## src/hw/rtl/mksc_pkg.sv

```systemverilog
// shared types and constants for the morse key symbol collector
package mksc_pkg;

  // default timer width and config reset values
  localparam int TimerWidthDef = 16;
  localparam logic [15:0] DashThresholdRst = 16'd500;
  localparam logic [15:0] PhantomLimitRst = 16'd10;
  localparam logic [15:0] IdleTimeoutRst = 16'd5000;
  localparam logic [2:0] MaxSymbolsRst = 3'd5;

  // config port geometry
  localparam int CfgIndexWidth = 2;
  localparam int CfgDataWidth = 16;

  // code word geometry
  localparam int CodeWidth = 8;
  localparam int CountWidth = 3;
  localparam logic [CodeWidth-1:0] CodeEmpty = 8'd1;

  // result queue geometry
  localparam int OqDepth = 4;
  localparam int OqPtrWidth = $clog2(OqDepth);
  localparam int OqCntWidth = $clog2(OqDepth + 1);

  // register indexes
  typedef enum logic [CfgIndexWidth-1:0] {
    REG_DASH_THRESHOLD = 2'd0,
    REG_PHANTOM_LIMIT = 2'd1,
    REG_IDLE_TIMEOUT = 2'd2,
    REG_MAX_SYMBOLS = 2'd3
  } reg_index_t;

  // result kinds
  typedef enum logic {
    KIND_WORD = 1'b0,
    KIND_OVERFLOW = 1'b1
  } kind_t;

  // one result beat
  typedef struct packed {
    kind_t kind;
    logic [CodeWidth-1:0] code;
    logic last;
  } result_t;

endpackage

```

## src/hw/rtl/morse_key_symbol_collector.sv

```systemverilog
// morse key symbol collector: key sample decode and result queue
//
// Input channel: one key_down sample per beat (in_valid / in_stall); each
// beat stands for one millisecond tick. Output channel: result beats with
// kind, code and last (out_valid / out_stall). A sample makes zero, one or
// two results: an overflow word on a release past max_symbols, then the idle
// word once the key has been up longer than idle_timeout.
// Throughput: one sample per cycle while in_stall is low. The whole decode is
// one pass of logic between the sample and a four-entry result queue, so the
// results of a sample are written to the queue by the edge that takes it.
// in_stall is high while the queue has fewer than two free entries; behind a
// stalled receiver, samples keep flowing until three or more results wait.
// Config writes (cfg_we, cfg_index, cfg_data) are registered and should
// be made while the block is idle.
// Reset (rst, synchronous): config returns to 500 / 10 / 5000 / 5, the key
// is taken as up, the timer and symbol count are zero, the code word is the
// empty sentinel and the result queue is emptied.
module morse_key_symbol_collector
  import mksc_pkg::*;
#(
  parameter int TIMER_WIDTH = TimerWidthDef
) (
  input  logic                     clk,
  input  logic                     rst,
  // sample channel
  input  logic                     in_valid,
  output logic                     in_stall,
  input  logic                     key_down,
  // result channel
  output logic                     out_valid,
  input  logic                     out_stall,
  output logic                     kind,
  output logic [CodeWidth-1:0]     code,
  output logic                     last,
  // config port
  input  logic                     cfg_we,
  input  logic [CfgIndexWidth-1:0] cfg_index,
  input  logic [CfgDataWidth-1:0]  cfg_data
);

  localparam int CmpWidth = (TIMER_WIDTH > 16) ? TIMER_WIDTH : 16;

  // config registers
  logic [15:0] dash_threshold;
  logic [15:0] phantom_limit;
  logic [15:0] idle_timeout;
  logic [2:0]  max_symbols;

  // decode state
  logic                   key_held;
  logic [TIMER_WIDTH-1:0] elapsed_ms;
  logic [CountWidth-1:0]  symbol_count;
  logic [CodeWidth-1:0]   code_word;

  logic [TIMER_WIDTH-1:0] elapsed_ms_next;
  logic [CountWidth-1:0]  symbol_count_next;
  logic [CodeWidth-1:0]   code_word_next;

  // result queue
  result_t               oq [OqDepth];
  logic [OqPtrWidth-1:0] rd_ptr;
  logic [OqPtrWidth-1:0] wr_ptr;
  logic [OqCntWidth-1:0] oq_count;
  logic [OqCntWidth-1:0] oq_count_next;

  logic                  in_beat;
  logic                  out_beat;
  logic                  press;
  logic                  release_ev;
  logic                  overflow;
  logic                  idle;
  logic                  is_dash;
  logic                  is_real;
  logic [TIMER_WIDTH-1:0] el_step;
  logic [CountWidth-1:0] cnt_rel;
  logic [CodeWidth-1:0]  cw_rel;
  result_t               res0;
  result_t               res1;
  logic [1:0]            push_n;

  assign in_beat  = in_valid && !in_stall;
  assign out_beat = out_valid && !out_stall;

  // handshake toward both sides
  assign in_stall  = (oq_count > OqCntWidth'(OqDepth - 2));
  assign out_valid = (oq_count != '0);
  assign kind      = oq[rd_ptr].kind;
  assign code      = oq[rd_ptr].code;
  assign last      = oq[rd_ptr].last;

  // press / release detection and hold classification
  always_comb begin
    press      = key_down && !key_held;
    release_ev = !key_down && key_held;
    el_step    = press ? '0 : (elapsed_ms + TIMER_WIDTH'(1));
    is_real    = (CmpWidth'(el_step) >= CmpWidth'(phantom_limit));
    is_dash    = (CmpWidth'(el_step) > CmpWidth'(dash_threshold));
    overflow   = release_ev && (symbol_count >= max_symbols);
    cnt_rel    = symbol_count;
    cw_rel     = code_word;
    if (release_ev) begin
      if (overflow) begin
        cnt_rel = '0;
        cw_rel  = CodeEmpty;
      end else begin
        cnt_rel = symbol_count + CountWidth'(1);
        if (is_real) begin
          cw_rel = {code_word[CodeWidth-2:0], is_dash};
        end
      end
    end
    idle = !key_down && (CmpWidth'(el_step) > CmpWidth'(idle_timeout));
  end

  // idle emission and next decode state
  always_comb begin
    elapsed_ms_next   = el_step;
    symbol_count_next = cnt_rel;
    code_word_next    = cw_rel;
    if (idle) begin
      elapsed_ms_next   = '0;
      symbol_count_next = '0;
      code_word_next    = CodeEmpty;
    end
  end

  // results of this beat, overflow first
  always_comb begin
    res1.kind = KIND_WORD;
    res1.code = cw_rel;
    res1.last = 1'b1;
    if (overflow) begin
      res0.kind = KIND_OVERFLOW;
      res0.code = code_word;
      res0.last = !idle;
    end else begin
      res0 = res1;
    end
    push_n = in_beat ? (2'(overflow) + 2'(idle)) : 2'd0;
  end

  // queue occupancy
  always_comb begin
    oq_count_next = oq_count + OqCntWidth'(push_n) - OqCntWidth'(out_beat);
  end

  // decode state registers
  always_ff @(posedge clk) begin
    if (rst) begin
      key_held     <= 1'b0;
      elapsed_ms   <= '0;
      symbol_count <= '0;
      code_word    <= CodeEmpty;
    end else if (in_beat) begin
      key_held     <= key_down;
      elapsed_ms   <= elapsed_ms_next;
      symbol_count <= symbol_count_next;
      code_word    <= code_word_next;
    end
  end

  // config registers
  always_ff @(posedge clk) begin
    if (rst) begin
      dash_threshold <= DashThresholdRst;
      phantom_limit  <= PhantomLimitRst;
      idle_timeout   <= IdleTimeoutRst;
      max_symbols    <= MaxSymbolsRst;
    end else if (cfg_we) begin
      case (reg_index_t'(cfg_index))
        REG_DASH_THRESHOLD: dash_threshold <= cfg_data;
        REG_PHANTOM_LIMIT:  phantom_limit  <= cfg_data;
        REG_IDLE_TIMEOUT:   idle_timeout   <= cfg_data;
        REG_MAX_SYMBOLS:    max_symbols    <= cfg_data[2:0];
        default: ;
      endcase
    end
  end

  // queue pointers and count
  always_ff @(posedge clk) begin
    if (rst) begin
      rd_ptr   <= '0;
      wr_ptr   <= '0;
      oq_count <= '0;
    end else begin
      rd_ptr   <= rd_ptr + OqPtrWidth'(out_beat);
      wr_ptr   <= wr_ptr + OqPtrWidth'(push_n);
      oq_count <= oq_count_next;
    end
  end

  // queue storage, up to two writes per beat
  always_ff @(posedge clk) begin
    if (push_n != 2'd0) begin
      oq[wr_ptr] <= res0;
    end
    if (push_n == 2'd2) begin
      oq[wr_ptr + OqPtrWidth'(1)] <= res1;
    end
  end

  // queue never holds more than its depth
  assert property (@(posedge clk) disable iff (rst)
    oq_count <= OqCntWidth'(OqDepth))
    else $error("result queue over capacity");

  // code word keeps its sentinel
  assert property (@(posedge clk) disable iff (rst)
    code_word != '0)
    else $error("code word lost its sentinel");

  // a double result is overflow then idle word
  assert property (@(posedge clk) disable iff (rst)
    push_n == 2'd2 |-> res0.kind == KIND_OVERFLOW && !res0.last && res1.last)
    else $error("bad ordering of a double result");

  // a sample with a result leaves the output valid on the next cycle
  assert property (@(posedge clk) disable iff (rst)
    push_n != 2'd0 |=> out_valid)
    else $error("result not presented");

endmodule

```

## config.mk

```make
export PLATFORM = sky130hd
export DESIGN_NAME = morse_key_symbol_collector
export DESIGN_NICKNAME = d
export VERILOG_FILES = /design/src/hw/rtl/mksc_pkg.sv /design/src/hw/rtl/morse_key_symbol_collector.sv
export SDC_FILE = /design/constraint.sdc
export NUM_CORES = 1
export LEC_CHECK = 0
export BUFFER_PORTS_ARGS = -buffer_cell sky130_fd_sc_hd__buf_2
export CAP_MARGIN = 20
export CORE_MARGIN = 3
export CORE_UTILIZATION = 45
export CTS_CLUSTER_DIAMETER = 80
export DETAILED_ROUTE_END_ITERATION = 16
export SLEW_MARGIN = 40
export SYNTH_ARGS = -nofsm -noshare
export SYNTH_HDL_FRONTEND = slang
export SYNTH_SLANG_ARGS = --single-unit
export TNS_END_PERCENT = 100
```

## constraint.sdc

```tcl
create_clock -name clk -period 7.6 [get_ports clk]
set_input_delay 0.76 -clock clk [delete_from_list [all_inputs] [get_ports clk]]
set_output_delay 0.76 -clock clk [all_outputs]
set_load 0.01 [all_outputs]
```

==> metrics, run 1 <==
first-pass GRT wire length 27380 um; Slew HR 51.20%; post-CTS setup buffers 0; Netlist Area Pre-Place 0.006828 mm2; Layout Nets 855; max-slew violations 0; routability cong. 0.8682; clock sink count 126; async set-reset flop share out of synthesis 0%; drt total wl 16460 um; cells after synthesis 752; Initial Utilization 46.45%; Total Routing Usage GR 21.01%; Net Sw Power 480.3 uW; CP endpoint kind flop; CTS root buffer clkbuf_16; hold bufs inserted after CTS 0; CP max stage delay 0.42 ns; Boundary Pins 36; pwr/cell area 231.7 mW/mm2; Seq pwr share 41.3%; max cap viols 0; CP max stage cell o21ai_2; final total power 1789 uW; Synth Flop Type dfxtp_1; critical path fanouts, max 12; Core ar. 0.01470 mm2; CP required 7.77 ns; CTS tree built; worst min path class reg2reg; combinational share of power 13.6%; Sw Share 26.85%; initial DRC count 377; Die Area 0.01669 mm2; Pint 1309 uW; TritonCTS Buffers 17; YS warnings 0; routed vias 5445; Antenna Nets Post-Route 0; layout filler cell count 1379; Via density 5.625; minimum clock period 4.911 ns; vias in the first global route 5410; Final HPWL DP 11800 um; FF-to-FF End oq[3][3]$_DFFE_PP_; VDD IR max 140.0 uV; clock slew at reported path FFs 0.06 ns; setup TNS 0 ns; Syn Area/Cell 9.080 um2; most frequent cells in the layout nand2_1, dfxtp_1, a21oi_1, ha_1, inv_1; EDFF count, synth 32; Final Skew 0.008010 ns; post_cts resized 0; port bufs 35; final hold vios 0; Clk Latency, worst-skew pair 0.42 ns; Worst Tran Pin Value 0.7298 ns; first-pass detailed-route iteration total 5; Hold Slack 0.4541 ns; Worst EP arrival 5.08 ns; Seq cells post-synth 126; flop2flop setup slack 2.69 ns; Worst Hold End phantom_limit[13]$_SDFFE_PP0P_; Clock Power Share 45.0%; commonest non-fill, non-tap cell in the layout nand2_1; pin count of the biggest net entering global routing 83; Bufs and invs on worst path 1; P_leak 0.003109 uW; antenna violations before repair 0; delay-heaviest family, CP simple AND/OR/NAND/NOR gates; Post-Place Cells 936; register area share after synthesis 41.63%; chip width 129.2 um; Reg-to-Reg Start elapsed_ms[0]$_SDFFE_PP0P_; Die Y 129.2 um; CP Launch Type flop; Cell variety after synth 61; Hold Path Origin phantom_limit[13]$_SDFFE_PP0P_; antenna cells 0; Area growth, synth to finish 13.08%; crit-path cells ha_1 -> nand3_1 -> nor2_1 -> nand4_1 -> xor2_1 -> nor2_1 -> ha_1 -> nand4_1 -> nor2_1 -> a221o_1 -> o31ai_2 -> inv_2 -> ha_1 -> o21ai_2 -> or2_2 -> nand2_1 -> o311a_4 -> a22o_1; H-tree lvl count 4; RSZ-0062 raised after global routing no; R2R depth 18; share of cells above drive strength 1 13.52%; critical path class reg2reg; final cell count without fillers 968; f_max 203.6 MHz; DRC viols 0; outcome complete, no violations; Max Root-Sink Buffers 2; Final Cycle Share 64.62%; Row Count 44; Overflow after GRT 0; Avg WL per Cell 17.00 um; # setup viols final 0; Hold Crit Depth 2; post-synth net total 836
-- power by group through the flow --
| stage | logic [uW] | registers [uW] | clock network, uW |
|---|---|---|---|
| 2_1_floorplan | 191 | 733 | 0 |
| 3_3_place_gp | 241 | 753 | 0 |
| 3_5_place_dp | 244 | 755 | 0 |
| 4_1_cts | 246 | 740 | 819 |
| 5_1_grt | 273 | 746 | 857 |
| 6_report | 244 | 740 | 805 |
-- synthesized netlist by cell type (5+ instances only) --
cell type / n / share of area (%)
nand2_1: 125 / 6.9
dfxtp_1: 94 / 28
a21oi_1: 76 / 5.6
ha_1: 59 / 11
inv_1: 58 / 3.2
nor2_1: 43 / 2.4
a22o_1: 35 / 4.5
edfxtp_1: 32 / 14
clkbuf_1: 25 / 1.4
nand3_1: 25 / 1.8
xnor2_1: 12 / 1.5
nand4_1: 11 / 1.0
o21ai_0: 11 / 0.81
mux4_2: 10 / 3.3
nand2b_1: 9 / 0.82
nor2b_1: 9 / 0.82
a211o_1: 8 / 1.0
buf_1: 8 / 0.44
buf_2: 6 / 0.44
nand3b_1: 6 / 0.66
or3_1: 6 / 0.55
xor2_1: 6 / 0.77
a21o_1: 5 / 0.55
-- area by class of cell --
class	count	area, um2	share of cell area [%]
Clock buffer	17	425.4	5.510
Clock inverter	15	161.4	2.090
Inverter	59	221.5	2.868
Multi-Input combinational cell	526	3615	46.82
Sequential cell	126	2844	36.83
Tap cell	184	230.2	2.982
Timing Repair Buffer	41	224.0	2.901
-- sequential cells by signal, indices dropped and copies added, names as in the netlist --
name,cells
oq_count,3
code_word,8
key_held,1
max_symbols,3
dash_threshold,16
symbol_count,3
rd_ptr,2
idle_timeout,16
phantom_limit,16
elapsed_ms,16
wr_ptr,2
oq,40
-- logic make-up after synthesis --
logic type / count (synthesis) / synth area share, %
buf+inv: 100 / 5.717
simple gates: 261 / 17.74
compound gates: 173 / 17.61
mux: 14 / 3.885
xor+xnor: 18 / 2.309
flops: 126 / 41.63
fa+ha+maj: 60 / 11.11
-- metal layers --
layer / track usage, % / vias up / wire [um]
li1: - / 2700 / -
met1: 25.62 / 2594 / 7222
met2: 36.01 / 121 / 8161
met3: 4.658 / 30 / 725
met4: 8.524 / 0 / 348
met5: 0 / - / 0
-- stage by stage --
stage | setup slack [ns] | util [%] | cell area, um2
2_1_floorplan | 2.943 | - | 6828
3_3_place_gp | 2.505 | 48.43 | 7119
3_5_place_dp | 2.463 | 48.46 | 7123
4_1_cts | 2.443 | 52.45 | 7710
5_1_grt | 2.273 | 52.53 | 7721
6_report | 2.689 | 52.53 | 7721
-- how the worst max path moves through the flow --
stage,startpoint,to,slack [ns],cells after the start
finish,elapsed_ms[0]$_SDFFE_PP0P_,oq[3][3]$_DFFE_PP_,2.69,18
floorplan,key_down,oq[1][3]$_DFFE_PP_,2.94,16
global route,elapsed_ms[2]$_SDFFE_PP0P_,oq[3][3]$_DFFE_PP_,2.27,17
CTS,elapsed_ms[0]$_SDFFE_PP0P_,oq[2][2]$_DFFE_PP_,2.44,17
detailed placement,key_down,oq[2][5]$_DFFE_PP_,2.46,15
global placement,key_down,oq[1][6]$_DFFE_PP_,2.51,15
-- tightest hold or removal path, stage by stage (launching register included) --
cell	delay [ns]
dfxtp_1	0.31
nand2_1	0.05
a21oi_1	0.05
Note: power is estimated with default switching activity, not from simulation.
==> run 2: changes to the inputs <==
--- a/config.mk
+++ b/config.mk
@@ -5,6 +5,7 @@
 export SDC_FILE = /design/constraint.sdc
 export NUM_CORES = 1
 export LEC_CHECK = 0
+export ABC_AREA = 1
 export BUFFER_PORTS_ARGS = -buffer_cell sky130_fd_sc_hd__buf_2
 export CAP_MARGIN = 20
 export CORE_MARGIN = 3
==> constraint.sdc (replaced) <==
create_clock -name clk -period 4.1 [get_ports clk]
set_input_delay 0.41 -clock clk [delete_from_list [all_inputs] [get_ports clk]]
set_output_delay 0.41 -clock clk [all_outputs]
set_load 0.01 [all_outputs]
==> metrics, run 2 <==
Final Skew 0.01050 ns (+0.002487 ns); Reg-to-Reg Start elapsed_ms[4]$_SDFFE_PP0P_; critical path fanouts, max 6 (-6); R2R depth 25 (+7); simple-gate share of the synthesized area 22.97% (+5.2 points); Sw Share 27.33% (+0.48 points); Core Util, Final 54.63% (+2.1 points); # setup viols final 0 (unchanged); flip-flop count of the largest register after layout 40 (unchanged); outcome complete, no violations; flop2flop setup slack 0.27 ns (-2.41 ns); post-synthesis adder-cell area fraction 10.74% (-0.37 points); routability cong. 0.8439 (-2.8%); Core ar. 0.01526 mm2 (+3.8%); VDD IR max 295.0 uV (+110%); Max Root-Sink Buffers 2 (unchanged); Row Count 45 (+2.3%); Die Area 0.01723 mm2 (+3.2%); max-slew violations 0 (unchanged); Via density 4.972 (-12%); finished layout cell area 0.008335 mm2 (+8.0%); Hold Path Origin cfg_data[8]; Boundary Pins 36 (unchanged); Seq pwr share 38.5% (-2.8 points); FF+latch area 0.002850 mm2 (+0.22%); Worst EP arrival 4.12 ns (-0.96 ns); commonest non-fill, non-tap cell in the layout nand2_1; register area share after synthesis 40.26% (-1.4 points); chip width 131.3 um (+1.6%); layout filler cell count 1504 (+9.1%); Synth Flop Type dfxtp_1; CP Launch Type flop; hold bufs inserted after CTS 0 (unchanged); CTS root buffer clkbuf_16; final total power 3593 uW (+100%); Final HPWL DP 12450 um (+5.5%); Slew HR 51.25% (about the same); routed vias 6190 (+14%); post-synthesis compound-gate area fraction 16.78% (-0.83 points); async set-reset flop share out of synthesis 0% (unchanged); Seq cells post-synth 126 (unchanged); CP max stage delay 0.37 ns (-0.05 ns); pwr/cell area 431.1 mW/mm2 (+86%); Syn Area/Cell 7.332 um2 (-19%); Netlist Area Pre-Place 0.007061 mm2 (+3.4%); minimum clock period 3.826 ns (-1.085 ns); RSZ-0062 raised after global routing yes; clock sink count 126 (unchanged); crit-path most repeated cell inv_1; antenna violations before repair 0 (unchanged); Hold Slack 0.2379 ns (-0.2162 ns); Final Cycle Share 93.31% (+29 points); critical path class reg2reg; final hold vios 0 (unchanged); first-pass GRT wire length 28470 um (+4.0%); port bufs 35 (unchanged); Total Routing Usage GR 19.98% (-1.0 points); max cap viols 0 (unchanged); antenna cells 0 (unchanged); Cell variety after synth 34 (-44%); Synth Area in XOR/XNOR 0.7443% (-1.6 points); vias in the first global route 5784 (+6.9%); CP required 4.39 ns (-3.38 ns); initial DRC count 343 (-9.0%); post-route setup slack 0.2742 ns (-2.415 ns); first-pass detailed-route iteration total 5 (unchanged); Synth top area share 26.65% (-0.91 points); Pint 2611 uW (+100%); drt total wl 17000 um (+3.3%); Initial Utilization 46.27% (-0.18 points); cells after synthesis 963 (+28%); Placed Area 0.007597 mm2 (+6.7%); biggest area consumer among synthesized cells dfxtp_1; delay-heaviest family, CP adder cells; Layout Nets 1105 (+29%); FF-to-FF End oq_count[2]$_SDFF_PP0_; worst min path class in2reg; Avg WL per Cell 13.65 um (-20%); combinational share of power 16.5% (+2.9 points); Bufs and invs on worst path 7 (+6); most common cell in the synthesized netlist nand2_1; Hold Crit Depth 3 (+1); mux share of post-synthesis cell area 0% (-3.9 points); CP max stage cell dfxtp_1; Die Y 131.3 um (+1.6%); pin count of the biggest net entering global routing 54 (-35%); Antenna Nets Post-Route 0 (unchanged); Worst Hold End dash_threshold[8]$_SDFFE_PP1P_; Area growth, synth to finish 18.06%; DRC viols 0 (unchanged); combinational family with the most area after synthesis simple AND/OR/NAND/NOR gates; CTS tree built; EDFF count, synth 32 (unchanged); multi-input logic area 0.003681 mm2 (+1.8%); Worst Tran Pin Value 0.7268 ns (-0.002961 ns); Clk Latency, worst-skew pair 0.42 ns (about the same); post-synth net total 1047 (+25%); most frequent cells in the layout nand2_1, inv_1, a21oi_1, dfxtp_1, o21ai_0; Clock Power Share 45.0% (about the same); Biggest register oq; clock slew at reported path FFs 0.06 ns (about the same); share of cells above drive strength 1 13.44% (-0.077 points); H-tree lvl count 4 (unchanged); most frequent cells after synthesis nand2_1, inv_1, a21oi_1; Overflow after GRT 0 (unchanged); worst slack, placed 0.08457 ns (-2.378 ns); P_leak 0.003863 uW (+24%); TritonCTS Buffers 17 (unchanged); top post-synthesis cells by area dfxtp_1, nand2_1, edfxtp_1, ha_1, a21oi_1; CP endpoint kind flop; f_max 261.4 MHz (+28%); YS warnings 0 (unchanged); Net Sw Power 981.8 uW (+100%)
-- run 2: how the worst max path moves through the flow --
stage / depth (start not counted) / slack (ns) / from / end
2_1_floorplan: 26 / 0.23 / elapsed_ms[0]$_SDFFE_PP0P_ / oq_count[2]$_SDFF_PP0_
3_3_place_gp: 27 / 0.15 / elapsed_ms[0]$_SDFFE_PP0P_ / oq_count[2]$_SDFF_PP0_
3_5_place_dp: 27 / 0.08 / elapsed_ms[0]$_SDFFE_PP0P_ / oq_count[2]$_SDFF_PP0_
4_1_cts: 28 / 0.05 / elapsed_ms[0]$_SDFFE_PP0P_ / oq_count[2]$_SDFF_PP0_
5_1_grt: 25 / -0.10 / elapsed_ms[4]$_SDFFE_PP0P_ / oq_count[2]$_SDFF_PP0_
6_report: 25 / 0.27 / elapsed_ms[4]$_SDFFE_PP0P_ / oq_count[2]$_SDFF_PP0_
-- run 2: worst min-delay path, stage by stage --
cell	delay, ns
buf_2	0.09
nand2_1	0.05
o211ai_1	0.06
-- run 2: what timing repair did --
action | CTS | global route
hold endpoints to repair | 0 | 0
endpoints found under the setup margin | 0 | 56
setup buffers | 0 | 3
resized for setup | 0 | 23
-- run 2: power by group through the flow --
stage / sequential [uW] / combinational, uW / clock, uW
finish: 1380 / 594 / 1620
global route: 1390 / 691 / 1700
CTS: 1380 / 599 / 1640
detailed placement: 1410 / 595 / 0
global placement: 1410 / 585 / 0
floorplan: 1380 / 443 / 0
-- run 2: cells by family after synthesis --
group                    Yosys count
AO/OA/AOI/OAI                    223
XOR/XNOR                           6
adder cells (fa/ha/maj)           60
buffers and inverters            156
flip-flops                       126
AND/OR/NAND/NOR                  392
-- run 2: metrics by stage --
step,setup TNS [ns],instances
3_3_place_gp,0,1209
6_report,0,1245
3_5_place_dp,0,1209
2_1_floorplan,0,963
4_1_cts,0,1241
5_1_grt,-0.1540,1245
-- run 2: metal layers --
| layer | track usage (%) | up-vias | share of wire, % |
|---|---|---|---|
| met1 | 26.62 | 2772 | 48 |
| met4 | 6.534 | 0 | 1.4 |
| met5 | 0 | - | 0 |
| met3 | 3.599 | 24 | 3.2 |
| met2 | 33.01 | 116 | 47 |
| li1 | - | 3278 | - |
-- run 2: final cells by class --
type,instances,area share (%)
inverter,126,5.809
sequential,126,34.19
clock inverter,13,2.342
tap,211,3.167
timing repair buffer,68,5.074
clock buffer,19,5.194
timing repair inverter,1,0.06004
multi-input combinational,681,44.16
==> run 3: changes to the inputs <==
--- a/config.mk
+++ b/config.mk
@@ -6,7 +6,7 @@
 export NUM_CORES = 1
 export LEC_CHECK = 0
 export ABC_AREA = 1
-export BUFFER_PORTS_ARGS = -buffer_cell sky130_fd_sc_hd__buf_2
+export BUFFER_PORTS_ARGS = -buffer_cell sky130_fd_sc_hd__buf_4
 export CAP_MARGIN = 20
 export CORE_MARGIN = 3
 export CORE_UTILIZATION = 45
==> metrics, run 3 (same netlist as run 2, synthesis figures left out) <==
outcome complete, no violations; Pint 2609 uW (about the same); clock sink count 126 (unchanged); Placed Area 0.007670 mm2 (+0.96%); Slew HR 51.93% (+0.68 points); Die Y 131.3 um (unchanged); CP endpoint kind flop; max cap viols 0 (unchanged); chip width 131.3 um (unchanged); most frequent cells in the layout nand2_1, inv_1, a21oi_1, dfxtp_1, o21ai_0; FF-to-FF End oq_count[2]$_SDFF_PP0_; critical path fanouts, max 5 (-1); Net Sw Power 977.7 uW (-0.42%); vias in the first global route 5728 (-0.97%); Antenna Nets Post-Route 0 (unchanged); Core Util, Final 55.12% (+0.49 points); Worst Hold End dash_threshold[8]$_SDFFE_PP1P_; pin count of the biggest net entering global routing 55 (+1.9%); critical path class reg2reg; final total power 3586 uW (-0.18%); Clk Latency, worst-skew pair 0.42 ns (about the same); Hold Crit Depth 3 (unchanged); combinational share of power 17.8% (+1.3 points); Boundary Pins 36 (unchanged); CTS tree built; CP Launch Type flop; VDD IR max 263.3 uV (-11%); Overflow after GRT 0 (unchanged); # setup viols final 0 (unchanged); Worst EP arrival 4.10 ns (-0.02 ns); Worst Tran Pin Value 0.7201 ns (-0.006707 ns); drt total wl 16940 um (-0.36%); clock slew at reported path FFs 0.06 ns (about the same); Area growth, synth to finish 19.12%; max-slew violations 0 (unchanged); worst min path class in2reg; post-route setup slack 0.2932 ns (+0.01901 ns); Clock Power Share 43.5% (-1.5 points); first-pass GRT wire length 27860 um (-2.1%); R2R depth 28 (+12%); share of cells above drive strength 1 13.48% (+0.039 points); Reg-to-Reg Start elapsed_ms[0]$_SDFFE_PP0P_; TritonCTS Buffers 17 (unchanged); commonest non-fill, non-tap cell in the layout nand2_1; antenna cells 0 (unchanged); Sw Share 27.26% (-0.063 points); CP max stage cell dfxtp_4; flip-flop count of the largest register after layout 40 (unchanged); Final Skew 0.01022 ns (-0.0002790 ns); routability cong. 0.8312 (-1.5%); Avg WL per Cell 13.64 um (-0.12%); Via density 4.923 (-0.99%); Core ar. 0.01526 mm2 (unchanged); pwr/cell area 426.4 mW/mm2 (-1.1%); Total Routing Usage GR 19.62% (-0.35 points); f_max 262.7 MHz (+0.50%); port bufs 35 (unchanged); Hold Path Origin cfg_data[8]; first-pass detailed-route iteration total 5 (unchanged); CP required 4.39 ns (about the same); Initial Utilization 46.27% (unchanged); antenna violations before repair 0 (unchanged); Seq pwr share 38.6% (about the same); Row Count 45 (unchanged); CTS root buffer clkbuf_16; finished layout cell area 0.008411 mm2 (+0.90%); final hold vios 0 (unchanged); DRC viols 0 (unchanged); Layout Nets 1102 (-0.27%); Biggest register oq; worst slack, placed 0.0001830 ns (-0.08438 ns); Final Cycle Share 92.85% (-0.46 points); minimum clock period 3.807 ns (-0.01901 ns); initial DRC count 356 (+3.8%); H-tree lvl count 4 (unchanged); Final HPWL DP 12420 um (-0.24%); flop2flop setup slack 0.29 ns (+0.02 ns); routed vias 6114 (-1.2%); crit-path most repeated cell inv_1; Die Area 0.01723 mm2 (unchanged); Max Root-Sink Buffers 2 (unchanged); P_leak 0.003898 uW (+0.89%); CP max stage delay 0.37 ns (about the same)
run 3: changes by cell type in the layout (fill, tap and decap cells not counted), moves of 2 or more:
cell,previous run,this run
buf_2,35,0
buf_4,33,65
bufinv_16,5,2
clkbuf_8,0,6
clkinv_1,5,2
clkinvlp_4,5,3
run 3: worst max path at each step:
stage,slack (ns),to,from,cells past startpoint
6_report,0.29,oq_count[2]$_SDFF_PP0_,elapsed_ms[0]$_SDFFE_PP0P_,28
5_1_grt,-0.007,oq_count[2]$_SDFF_PP0_,elapsed_ms[0]$_SDFFE_PP0P_,28
4_1_cts,0.08,oq_count[2]$_SDFF_PP0_,elapsed_ms[0]$_SDFFE_PP0P_,28
3_5_place_dp,0.0002,oq_count[2]$_SDFF_PP0_,elapsed_ms[0]$_SDFFE_PP0P_,28
3_3_place_gp,0.10,oq_count[2]$_SDFF_PP0_,elapsed_ms[0]$_SDFFE_PP0P_,28
2_1_floorplan,0.23,oq_count[2]$_SDFF_PP0_,elapsed_ms[0]$_SDFFE_PP0P_,26
run 3: stage by stage:
stage | setup TNS [ns] | hold slack [ns] | instances
after global routing | -0.006801 | 0.2312 | 1242
after floorplan | 0 | 0.4353 | 963
after global placement | 0 | 0.4517 | 1207
final | 0 | 0.2170 | 1242
after CTS | 0 | 0.2128 | 1239
after detailed placement | 0 | 0.4543 | 1207
run 3: power by group through the flow:
| stage | Sequential (uW) | Clock, uW | Combinational, uW |
|---|---|---|---|
| floorplan | 1380 | 0 | 443 |
| global placement | 1410 | 0 | 636 |
| detailed placement | 1410 | 0 | 641 |
| CTS | 1380 | 1580 | 644 |
| global route | 1390 | 1630 | 729 |
| finish | 1390 | 1560 | 640 |
run 3: area by class of cell:
| cell class | instances | area, um2 |
|---|---|---|
| clock inverters | 5 | 75.07 |
| fillers | 1464 | 6848 |
| clock buffers | 27 | 544.3 |
| flip-flops and latches | 126 | 2854 |
| inverters | 126 | 484.2 |
| multi-input cells | 681 | 3681 |
| well taps | 211 | 264.0 |
| repair buffers | 66 | 508.0 |
run 3: critical path: cells and delay by family, from the launching register on:
kind / cells / cell delay, ns
xor+xnor: 1 / 0.16
buf+inv: 8 / 0.45
simple gates: 10 / 0.98
fa+ha+maj: 6 / 1.41
compound gates: 3 / 0.31
flops: 1 / 0.37
run 3: per-layer routing:
layer / part of all wire, % / global-route usage (%) / vias up
li1: - / - / 3276
met1: 48 / 25.38 / 2663
met2: 46 / 33.06 / 146
met3: 4.2 / 4.326 / 29
met4: 1.7 / 5.718 / 0
met5: 0 / 0 / -
run 3: what timing repair did:
item,4_1_cts,5_1_grt
hold buffers,0,0
buffers inserted,0,3
gates resized for setup,1,23
endpoints found under the setup margin,1,64
pin swaps,0,6
